==> config.mk <==
export PLATFORM = sky130hd
export DESIGN_NAME = multi_channel_soft_timer_flat
export DESIGN_NICKNAME = d
export VERILOG_FILES = /design/src/design/mcst_pkg.sv /design/src/design/mcst_if.sv /design/src/design/mcst_cell.sv /design/src/design/multi_channel_soft_timer.sv /design/src/flat_wrapper.sv
export SDC_FILE = /design/constraint.sdc
export NUM_CORES = 1
export LEC_CHECK = 0
export BUFFER_PORTS_ARGS = -buffer_cell sky130_fd_sc_hd__clkbuf_2
export CAP_MARGIN = 40
export CORE_MARGIN = 4
export CORE_UTILIZATION = 60
export DETAILED_ROUTE_END_ITERATION = 10
export GPL_TIMING_DRIVEN = 0
export PLACE_DENSITY = 0.87
export SLEW_MARGIN = 10
export SYNTH_ARGS = -nofsm -noshare
export SYNTH_HDL_FRONTEND = slang
export SYNTH_SLANG_ARGS = --single-unit
==> constraint.sdc <==
create_clock -name clk_i -period 6.49 [get_ports clk_i]
set_input_delay 0.3245 -clock clk_i [delete_from_list [all_inputs] [get_ports clk_i]]
set_output_delay 0.3245 -clock clk_i [all_outputs]
set_load 0.01 [all_outputs]
==> src/design/mcst_pkg.sv <==
package mcst_pkg;

  // Fixed widths of the request and result fields.
  localparam int REQ_W  = 3;
  localparam int ID_W   = 3;
  localparam int TICK_W = 32;

  // At most this many expiry words are reported for one tick.
  localparam int MAX_RESULTS = 8;
  localparam int CNT_W       = $clog2(MAX_RESULTS + 1);

  // Request codes; the codes above REQ_DELETE are unknown requests.
  typedef enum logic [REQ_W-1:0] {
    REQ_TICK   = 3'd0,
    REQ_CREATE = 3'd1,
    REQ_START  = 3'd2,
    REQ_STOP   = 3'd3,
    REQ_DELETE = 3'd4
  } req_e;

  // Timer state codes held in each cell.
  localparam logic [1:0] TS_UNUSED  = 2'd0;
  localparam logic [1:0] TS_STOPPED = 2'd1;
  localparam logic [1:0] TS_RUNNING = 2'd2;

  // Result word codes.
  localparam logic KIND_STATUS    = 1'b0;
  localparam logic KIND_EVENT     = 1'b1;
  localparam logic STATUS_OK      = 1'b0;
  localparam logic STATUS_REFUSED = 1'b1;

  // Command sent to one cell.
  typedef struct packed {
    logic              sel;
    logic [REQ_W-1:0]  op;
    logic [TICK_W-1:0] period;
    logic              periodic;
  } cell_cmd_t;

  // Scan control broadcast to all cells.
  typedef struct packed {
    logic              shift;
    logic [TICK_W-1:0] now;
  } scan_t;

  // What each cell reports back.
  typedef struct packed {
    logic used;
    logic running;
    logic hit;
  } cell_stat_t;

endpackage

==> src/design/mcst_if.sv <==
// Request channel: one word per tick or command.
interface mcst_req_if;
  logic                             valid;
  logic                             ready;
  logic [mcst_pkg::REQ_W-1:0]       req_type;
  logic [mcst_pkg::ID_W-1:0]        timer_id;
  logic [mcst_pkg::TICK_W-1:0]      period;
  logic                             periodic;

  modport source (output valid, req_type, timer_id, period, periodic, input ready);
  modport sink   (input valid, req_type, timer_id, period, periodic, output ready);
endinterface

// Result channel: command status and expiry event words.
interface mcst_res_if;
  logic                        valid;
  logic                        ready;
  logic                        kind;
  logic [mcst_pkg::ID_W-1:0]   timer_id_res;
  logic                        status;
  logic                        last;

  modport source (output valid, kind, timer_id_res, status, last, input ready);
  modport sink   (input valid, kind, timer_id_res, status, last, output ready);
endinterface

==> src/design/mcst_cell.sv <==
module mcst_cell (
  input  logic                   clk_i,
  input  logic                   rst_ni,
  input  mcst_pkg::cell_cmd_t    cmd_i,
  input  mcst_pkg::scan_t        scan_i,
  input  logic                   tok_i,
  output logic                   tok_o,
  output mcst_pkg::cell_stat_t   stat_o
);
  import mcst_pkg::*;

  logic [1:0]        state_q, state_d;
  logic              periodic_q, periodic_d;
  logic              tok_q;
  logic [TICK_W-1:0] expire_q, expire_d;
  logic [TICK_W-1:0] reload_q, reload_d;
  logic [TICK_W-1:0] next_expire;
  logic              hit;

  // One adder serves both start and periodic reload.
  assign next_expire = scan_i.now + reload_q;
  assign hit = tok_q && (state_q == TS_RUNNING) && (expire_q == scan_i.now);

  assign tok_o          = tok_q;
  assign stat_o.used    = (state_q != TS_UNUSED);
  assign stat_o.running = (state_q == TS_RUNNING);
  assign stat_o.hit     = hit;

  // Commands and the scan never fall in the same cycle.
  always_comb begin
    state_d    = state_q;
    periodic_d = periodic_q;
    expire_d   = expire_q;
    reload_d   = reload_q;
    if (cmd_i.sel) begin
      unique case (cmd_i.op)
        REQ_CREATE: begin
          reload_d   = cmd_i.period;
          periodic_d = cmd_i.periodic;
          state_d    = TS_STOPPED;
        end
        REQ_START: begin
          if (state_q != TS_UNUSED) begin
            expire_d = next_expire;
            state_d  = TS_RUNNING;
          end
        end
        REQ_STOP: begin
          if (state_q == TS_RUNNING) begin
            state_d = TS_STOPPED;
          end
        end
        REQ_DELETE: begin
          state_d    = TS_UNUSED;
          periodic_d = 1'b0;
        end
        default: ;
      endcase
    end else if (scan_i.shift && hit) begin
      if (periodic_q) begin
        expire_d = next_expire;
      end else begin
        state_d = TS_STOPPED;
      end
    end
  end

  // Control state and the scan token.
  always_ff @(posedge clk_i or negedge rst_ni) begin
    if (!rst_ni) begin
      state_q    <= TS_UNUSED;
      periodic_q <= 1'b0;
      tok_q      <= 1'b0;
    end else begin
      state_q    <= state_d;
      periodic_q <= periodic_d;
      if (scan_i.shift) begin
        tok_q <= tok_i;
      end
    end
  end

  // Timer values are only read after a create has written them.
  always_ff @(posedge clk_i) begin
    expire_q <= expire_d;
    reload_q <= reload_d;
  end

endmodule

==> src/design/multi_channel_soft_timer.sv <==
// Channel   Dir  Words carried
// req_i     in   tick, create, start, stop, delete requests
// res_o     out  command status and timer expiry events
//
// A command's status word appears in the next cycle after the command is taken.
// A tick sends a token down the chain of timer cells, one cell per cycle, and
// no new word is taken until the token has left the last cell and the flush ends.
// A stall on res_o freezes the token in place until the output register frees.
// Reset clears the tick count and marks every timer unused.
module multi_channel_soft_timer #(
  parameter int NUM_TIMERS = 8
) (
  input  logic        clk_i,
  input  logic        rst_ni,
  mcst_req_if.sink    req_i,
  mcst_res_if.source  res_o
);
  import mcst_pkg::*;

  localparam int IDX_W = (NUM_TIMERS > 1) ? $clog2(NUM_TIMERS) : 1;
  localparam int SEL_W = (IDX_W > ID_W) ? IDX_W : ID_W;

  localparam logic [1:0] S_IDLE  = 2'd0;
  localparam logic [1:0] S_SCAN  = 2'd1;
  localparam logic [1:0] S_FLUSH = 2'd2;

  logic [1:0]        state_q, state_d;
  logic [TICK_W-1:0] tick_q;
  logic [IDX_W-1:0]  idx_q;
  logic [CNT_W-1:0]  cnt_q;
  logic              pend_q;
  logic [ID_W-1:0]   pend_id_q;

  logic              out_valid_q, out_valid_d;
  logic              out_kind_q, out_kind_d;
  logic [ID_W-1:0]   out_id_q, out_id_d;
  logic              out_status_q, out_status_d;
  logic              out_last_q, out_last_d;

  logic              out_free, in_fire, tick_start, cmd_fire, adv, report, scan_end;
  logic              cmd_status;
  scan_t             scan;
  cell_cmd_t         cmd [NUM_TIMERS];
  cell_stat_t        stat [NUM_TIMERS];
  logic [NUM_TIMERS-1:0] tok_out, addr_vec, used_vec, run_vec, hit_vec;

  // Handshake.
  assign out_free    = !out_valid_q || res_o.ready;
  assign req_i.ready = (state_q == S_IDLE) && out_free;
  assign in_fire     = req_i.valid && req_i.ready;
  assign tick_start  = in_fire && (req_i.req_type == REQ_TICK);
  assign cmd_fire    = in_fire && (req_i.req_type != REQ_TICK);
  assign adv         = (state_q == S_SCAN) && out_free;
  assign report      = (|hit_vec) && (cnt_q < CNT_W'(MAX_RESULTS));
  assign scan_end    = tok_out[NUM_TIMERS-1];

  assign scan.shift = tick_start || adv;
  assign scan.now   = tick_q;

  // Chain of timer cells; the token enters at cell zero on a tick.
  for (genvar i = 0; i < NUM_TIMERS; i++) begin : g_cell
    assign addr_vec[i]     = (SEL_W'(req_i.timer_id) == SEL_W'(i));
    assign cmd[i].sel      = cmd_fire && addr_vec[i];
    assign cmd[i].op       = req_i.req_type;
    assign cmd[i].period   = req_i.period;
    assign cmd[i].periodic = req_i.periodic;
    assign used_vec[i]     = stat[i].used;
    assign run_vec[i]      = stat[i].running;
    assign hit_vec[i]      = stat[i].hit;

    mcst_cell u_cell (
      .clk_i  (clk_i),
      .rst_ni (rst_ni),
      .cmd_i  (cmd[i]),
      .scan_i (scan),
      .tok_i  ((i == 0) ? tick_start : tok_out[(i == 0) ? 0 : i - 1]),
      .tok_o  (tok_out[i]),
      .stat_o (stat[i])
    );
  end

  // Command status; an out-of-range slot matches no cell.
  always_comb begin
    unique case (req_i.req_type) inside
      REQ_CREATE, REQ_DELETE: begin
        cmd_status = (int'(req_i.timer_id) < NUM_TIMERS) ? STATUS_OK : STATUS_REFUSED;
      end
      REQ_START: cmd_status = (|(addr_vec & used_vec)) ? STATUS_OK : STATUS_REFUSED;
      REQ_STOP:  cmd_status = (|(addr_vec & run_vec)) ? STATUS_OK : STATUS_REFUSED;
      default:   cmd_status = STATUS_REFUSED;
    endcase
  end

  // Output register. One expiry is held back so that the final one can carry last.
  always_comb begin
    out_valid_d  = out_valid_q && !res_o.ready;
    out_kind_d   = out_kind_q;
    out_id_d     = out_id_q;
    out_status_d = out_status_q;
    out_last_d   = out_last_q;
    if (cmd_fire) begin
      out_valid_d  = 1'b1;
      out_kind_d   = KIND_STATUS;
      out_id_d     = req_i.timer_id;
      out_status_d = cmd_status;
      out_last_d   = 1'b1;
    end else if ((adv && report && pend_q) ||
                 ((state_q == S_FLUSH) && out_free && pend_q)) begin
      out_valid_d  = 1'b1;
      out_kind_d   = KIND_EVENT;
      out_id_d     = pend_id_q;
      out_status_d = STATUS_OK;
      out_last_d   = (state_q == S_FLUSH);
    end
  end

  // Scan sequencer.
  always_comb begin
    state_d = state_q;
    unique case (state_q)
      S_IDLE:  if (tick_start) state_d = S_SCAN;
      S_SCAN:  if (adv && scan_end) state_d = S_FLUSH;
      S_FLUSH: if (out_free) state_d = S_IDLE;
      default: state_d = S_IDLE;
    endcase
  end

  always_ff @(posedge clk_i or negedge rst_ni) begin
    if (!rst_ni) begin
      state_q     <= S_IDLE;
      tick_q      <= '0;
      idx_q       <= '0;
      cnt_q       <= '0;
      pend_q      <= 1'b0;
      out_valid_q <= 1'b0;
    end else begin
      state_q     <= state_d;
      out_valid_q <= out_valid_d;
      if (tick_start) begin
        tick_q <= tick_q + TICK_W'(1);
        idx_q  <= '0;
        cnt_q  <= '0;
        pend_q <= 1'b0;
      end else if (adv) begin
        idx_q <= idx_q + IDX_W'(1);
        if (report) begin
          pend_q <= 1'b1;
          cnt_q  <= cnt_q + CNT_W'(1);
        end
      end else if ((state_q == S_FLUSH) && out_free) begin
        pend_q <= 1'b0;
      end
    end
  end

  // Payload registers.
  always_ff @(posedge clk_i) begin
    out_kind_q   <= out_kind_d;
    out_id_q     <= out_id_d;
    out_status_q <= out_status_d;
    out_last_q   <= out_last_d;
    if (adv && report) begin
      pend_id_q <= ID_W'(idx_q);
    end
  end

  assign res_o.valid        = out_valid_q;
  assign res_o.kind         = out_kind_q;
  assign res_o.timer_id_res = out_id_q;
  assign res_o.status       = out_status_q;
  assign res_o.last         = out_last_q;

endmodule

==> src/flat_wrapper.sv <==
// flat-port wrapper written by rule: the top's interface ports become plain ports
module multi_channel_soft_timer_flat import mcst_pkg::*;
#(
  parameter int NUM_TIMERS = 8
)
  (clk_i, rst_ni, req_i_valid, req_i_req_type, req_i_timer_id, req_i_period, req_i_periodic, req_i_ready, res_o_valid, res_o_kind, res_o_timer_id_res, res_o_status, res_o_last, res_o_ready);
  mcst_req_if req_i_i ();
  mcst_res_if res_o_i ();
  input  logic clk_i;
  input  logic rst_ni;
  input wire logic [$bits(req_i_i.valid)-1:0] req_i_valid;
  input wire logic [$bits(req_i_i.req_type)-1:0] req_i_req_type;
  input wire logic [$bits(req_i_i.timer_id)-1:0] req_i_timer_id;
  input wire logic [$bits(req_i_i.period)-1:0] req_i_period;
  input wire logic [$bits(req_i_i.periodic)-1:0] req_i_periodic;
  output wire logic [$bits(req_i_i.ready)-1:0] req_i_ready;
  output wire logic [$bits(res_o_i.valid)-1:0] res_o_valid;
  output wire logic [$bits(res_o_i.kind)-1:0] res_o_kind;
  output wire logic [$bits(res_o_i.timer_id_res)-1:0] res_o_timer_id_res;
  output wire logic [$bits(res_o_i.status)-1:0] res_o_status;
  output wire logic [$bits(res_o_i.last)-1:0] res_o_last;
  input wire logic [$bits(res_o_i.ready)-1:0] res_o_ready;
  assign req_i_i.valid = req_i_valid;
  assign req_i_i.req_type = req_i_req_type;
  assign req_i_i.timer_id = req_i_timer_id;
  assign req_i_i.period = req_i_period;
  assign req_i_i.periodic = req_i_periodic;
  assign req_i_ready = req_i_i.ready;
  assign res_o_valid = res_o_i.valid;
  assign res_o_kind = res_o_i.kind;
  assign res_o_timer_id_res = res_o_i.timer_id_res;
  assign res_o_status = res_o_i.status;
  assign res_o_last = res_o_i.last;
  assign res_o_i.ready = res_o_ready;
  multi_channel_soft_timer #(.NUM_TIMERS(NUM_TIMERS)) u_core (.clk_i(clk_i), .rst_ni(rst_ni), .req_i(req_i_i), .res_o(res_o_i));
endmodule
# == After elaboration in Yosys (flattened, before gate mapping) ==
# Cells that the tools add are included.
# totals
ff_bits,596
out_inout_bits,8
wordCells,378
# op_classes
addsub,11
magnitude_cmp,1
n_eq_ne,81
mux,111
bitwise_logic,2
reduce_logical,121
# ops
cell,n
$mux W32,40
$add A32 B32 Y32,8
$eq A32 B32 Y1,8
$mux W2,43
$pmux W2 S4,8
$reduce_bool A2 Y1,28
$ne A3 B3 Y1 const B,17
$logic_and A1 B1 Y1,44
$ne A5 B5 Y1 const B,8
$reduce_and A5 Y1,8
$ne A2 B2 Y1 const B,18
$reduce_and A2 Y1,18
$add A32 B1 Y32 const B,1
$reduce_and A4 Y1,8
$reduce_or A8 Y1,3
$eq A2 B2 Y1 const B,9
$ne A2 B1 Y1 const B,9
$and A8 B8 Y8,2
$eq A3 B3 Y1 const B,5
$eq A3 B2 Y1 const B,4
$mux W3,4
$mux W4,3
$mux W1,10
$eq A3 B1 Y1 const B,2
other kinds (14),19

# == Longest topological paths before layout ==
# depth
depth_word,10
ltp_mapped,13
mapped_depth_nobuf,13

# == Cells and area by module ==
# From an unflattened synthesis, not the netlist that was laid out.
# hier_totals
cells_unflattened,3329
area_unflattened_um2,37151.9
# by_module_without_submodules
module,instances,cells_each,area_per_inst_um2
mcst_cell (u_core.g_cell[0].u_cell ...),4,387,4341.7
mcst_cell (u_core.g_cell[4].u_cell ...),2,387,4344.2
mcst_cell (u_core.g_cell[6].u_cell ...),2,378,4219.0
multi_channel_soft_timer,1,251,2658.8

# == Worst setup path before layout ==
# Ideal clock, no wire load.
# synth_path
path_type,register to register
start,register u_core.tick_q[7]
end,register u_core.g_cell[7].u_cell.expire_q[0] (enable)
setup_ns,0.466
t_arrival_ns,3.823
setup_slack_ns,2.201
path_stages_with_launch,9
period_less_slack_ns,4.289
cell_sequence,dfrtp_1 buf_2 xor2_1 nor4_1 nand2_1 nor2_1 nand4b_1 nand2b_1 o21ai_0
# synth_between
elab_chain_len,5
# synth_rtl
item,line,rtl
start: declaration,multi_channel_soft_timer.sv:28,logic [TICK_W-1:0] tick_q;
start signal: assignment,multi_channel_soft_timer.sv:140,tick_q <= tick_q + TICK_W'(1);
$eq A32 B32 Y1,mcst_cell.sv:22,assign hit = tok_q && (state_q == TS_RUNNING) && (expire_q == scan_i.now);
$logic_and A1 B1 Y1,mcst_cell.sv:22,
$logic_and A1 B1 Y1,mcst_cell.sv:59,end else if (scan_i.shift && hit) begin
$reduce_bool A2 Y1 (no source line),n/a,
$reduce_and A4 Y1 (no source line),n/a,
end signal: assignment,mcst_cell.sv:85,expire_q <= expire_d;
end: declaration,mcst_cell.sv:15,"logic [TICK_W-1:0] expire_q, expire_d;"
# No other way between the ends.
# A chain may end at the register's enable or synchronous reset.

# == Worst setup path in the final report ==
# layout_path
start,register u_core.tick_q[1]
end,"register u_core.g_cell[2].u_cell.expire_q[30], data pin"
# layout_between
elab_chain_len,4
word_cells_on_any_way,6
# layout_rtl
item,line,rtl
$add A32 B32 Y32 *,mcst_cell.sv:21,assign next_expire = scan_i.now + reload_q;
$mux W32 (on tied branches),"mcst_cell.sv:60, mcst_cell.sv:43",
$mux W32 (on tied branches),"mcst_cell.sv:59, mcst_cell.sv:36",
$mux W32 *,mcst_cell.sv:35,if (cmd_i.sel) begin
via u_core.g_cell[2].u_cell.expire_d[30],mcst_cell.sv:15,
end signal: assignment,mcst_cell.sv:85,
end: declaration,mcst_cell.sv:15,
# The timed path passes the listed nets; every way through them passes the cells marked *. The select of a mux whose other input is x is not followed.

==> impl_metrics.yaml <==
outcome:
  outcome: "complete, no violations"
synth:
  async_reset_ff_share_pct: 12.6
  ys.flop_type: "edfxtp_1"
  yosysSeqAreaShare_pct: 51.2
  yosysWarnings: 0
  synthesis.area_mm2: 0.0342
  synth_edf_count: 519
  synth_top_area_share_pct: 45.5
  yosysUniqueCellTypes: 87
  yosys-top-cells-area: "edfxtp_1, ha_1, xnor2_1"
  yosys.area.top_type: "edfxtp_1"
  ys_ff_latch: 596
  synth_most_common_cell: "edfxtp_1"
  avgSynthCellArea_um2: 11.5
  synth_common_cells: "edfxtp_1, xnor2_1, ha_1"
  syn_inst: 2985
  syn_nets: 3287
worst_setup_path:
  reg2reg_setup_slack_ns: 1.47
  crit_path_max_fanout: 10
  rr_worst_depth: 13
  crit_start: "u_core.tick_q[1]"
  crit_path_start_kind: "flop"
  worstPathRequired_ns: 6.84
  reg2reg_to: "u_core.g_cell[2].u_cell.expire_q[30]"
  worstSetupPathType: "flop to flop"
  reg2reg_from: "u_core.tick_q[1]"
  crit_path_end_kind: "flop"
  arrival_ns: 5.37
die:
  dieHeight_um: 247
  io_pins: 51
  row_count: 87
  fp.dieW_um: 247
  die_area_mm2: 0.0609
  initial_utilization_pct: 60.7
  design.core.area_mm2: 0.0564
cts:
  htreeDepth: 3
  cts_resized: 0
  cts_tree: "built"
  cts_num_sinks: 596
  cts_buffer_depth: 3
  worstSkewPairLatency_ns: 0.62
  root_buffer: "clkbuf_16"
  numCtsBuffers: 68
  clk_pin_slew_ns: 0.06
timing:
  slew_viol_final: 0
  setup_viol: 0
  slew_headroom_pct: 34.7
  tightest_slew_ns: 0.969
  period_minus_slack_ns: 5.02
  finalClockSkew_ns: 0.0244
  period_share_pct: 77.4
  grt_setup_unrepaired: "no"
  hold_ws_ns: 0.0318
  layout_setup_ws_ns: 1.47
  fmax_ghz: 0.199
  hold_viol_final: 0
finish:
  post_route_cells_drive_above_1_share_pct: 8.87
  multi_input_area_mm2: 0.0163
  syn_to_final_growth_pct: 11.9
  nFillCells: 4269
  layout.nets: 3440
  finalNonFillerCells: 3947
  seq_area_mm2: 0.0175
power_and_ir_drop:
  p_leak_uw: 0.0156
  p_total_uw: 9300
  pwr_density_cell_mw_per_mm2: 243
  max-vdd-ir-drop_uv: 278
grt:
  overflow: 0
  antenna_found_initial: 4
  grt_start_max_net_pins: 42
  first_global_vias: 24300
  grt_usage_pct: 36.8
  grt_pass1_wl_um: 161000
placement:
  gp_congestion: 1.09
  post-place-cells: 3823
  io_buffers: 48
  dp_hpwl_um: 85200
  post-place-ws_ns: 1.62
detailed_routing:
  drt-pass1-iter-count: 6
  vias_per_cell: 6.51
  vias: 25700
  routed_wl_um: 113000
  drtIter0Drc: 3049
  wire_per_inst_um: 28.7
  ant_nets: 0
  drc: 0
min_path:
  holdCritStartpoint: "req_i_period[0]"
  worstHoldEndpoint: "u_core.g_cell[3].u_cell.reload_q[0]"
  whs_path_depth: 1
  min_path_type: "input pin to flop"
flow_run:
  cap_violations: 0
[area by class of cell]
type	count	share of cell area [%]
Antenna cell	2	0.0131
Clock buffer	86	4.92
Inverter	88	0.863
Clock inverter	35	0.811
Timing Repair Buffer	83	2.01
Buffer	55	0.651
Sequential cell	596	45.7
Tap cell	756	2.47
Multi-Input combinational cell	2246	42.5
[kinds of logic (layout without fill, tap and decap cells)]
family / count (synthesis) / after routing / share of synthesized area (%)
AO/OA/AOI/OAI: 693 / 693 / 13.2
multiplexers: 11 / 11 / 0.355
XOR/XNOR: 511 / 511 / 13.1
flip-flops: 596 / 596 / 51.2
adder cells (fa/ha/maj): 259 / 259 / 9.65
buffers and inverters: 143 / 347 / 1.69
other: 0 / 2 / 0
AND/OR/NAND/NOR: 772 / 772 / 10.9
[cell usage in the layout (no fill, tap or decap), types with 11 or more instances in the layout]
cell,n
nand4_1,41
o21ai_0,129
dfrtp_1,75
nor2b_1,26
a21o_1,109
clkbuf_16,71
or3_1,11
nand2_1,211
clkbuf_2,47
nor3_1,45
edfxtp_1,519
nor2_1,191
a211oi_1,15
a31oi_1,28
o21bai_1,29
clkinv_2,13
o21a_1,43
a22o_1,11
ha_1,251
xor2_1,205
a21oi_1,201
inv_1,88
and3_1,33
nand2b_1,42
nand3_1,65
nor4_1,47
and2_1,12
clkbuf_1,31
xnor2_1,306
buf_2,43
[worst max-delay path by stage]
stage | endpoint | cells past startpoint
after global placement | u_core.g_cell[7].u_cell.expire_q[15] | 8
final | u_core.g_cell[2].u_cell.expire_q[30] | 13
after CTS | u_core.g_cell[2].u_cell.expire_q[30] | 13
after detailed placement | u_core.g_cell[2].u_cell.expire_q[30] | 13
after floorplan | u_core.g_cell[7].u_cell.expire_q[0] | 8
after global routing | u_core.g_cell[2].u_cell.expire_q[30] | 13
[where the power goes]
part	total (uW)	switching, uW	leakage, uW	internal [uW]
sequential	4400	109	0.00564	4290
combinational	1070	717	0.00891	348
clock	3840	1620	0.00107	2220
[repair_timing]
action | in CTS | in global routing
endpoints found under the hold margin | 34 | 0
setup buffers | 0 | 0
setup endpoints to repair | 0 | 0
hold buffers | 1 | 0
[routing by layer]
metal,GRT usage [%],wire length (um),up-vias
li1,-,-,11400
met1,48.6,42700,12600
met2,58.4,51700,1469
met3,7.24,11700,295
met4,18.7,7080,6
met5,0,36,-
[worst max-delay path, stage by stage, from the launching register on]
cell and delay [ns]:
dfrtp_1 0.59, buf_2 0.33, inv_1 0.51, fa_1 0.49, nand2b_1 0.18, a21oi_1 0.12
o31a_1 0.33, a211o_1 0.42, a31oi_1 0.36, a31oi_1 0.30, o2111ai_1 0.29, nand3_1 0.25
o41a_1 0.39, xor2_1 0.15
[flip-flops by register name (all words and copies together), names as in the netlist, 2 cells and up]
register and cells:
u_core.cnt_q 4, u_core.g_cell.u_cell.expire_q 256, u_core.g_cell.u_cell.state_q 16, u_core.g_cell.u_cell.reload_q 256, u_core.idx_q 3, u_core.pend_id_q 3, u_core.g_cell.u_cell.periodic_q 8, u_core.state_q 2
u_core.tick_q 32, u_core.res_o.timer_id_res 3, u_core.g_cell.u_cell.tok_o 8
[stage by stage]
| stage | TNS (ns) | instance area (um^2) | utilization [%] |
|---|---|---|---|
| after floorplan | 0 | 34200 | - |
| after global placement | -91.37 | 35400 | 62.8 |
| after detailed placement | 0 | 36100 | 64.0 |
| after CTS | 0 | 38300 | 67.9 |
| after global routing | 0 | 38300 | 67.9 |
| final | 0 | 38300 | 67.9 |
No activity file was read; power rests on OpenSTA's default activity.
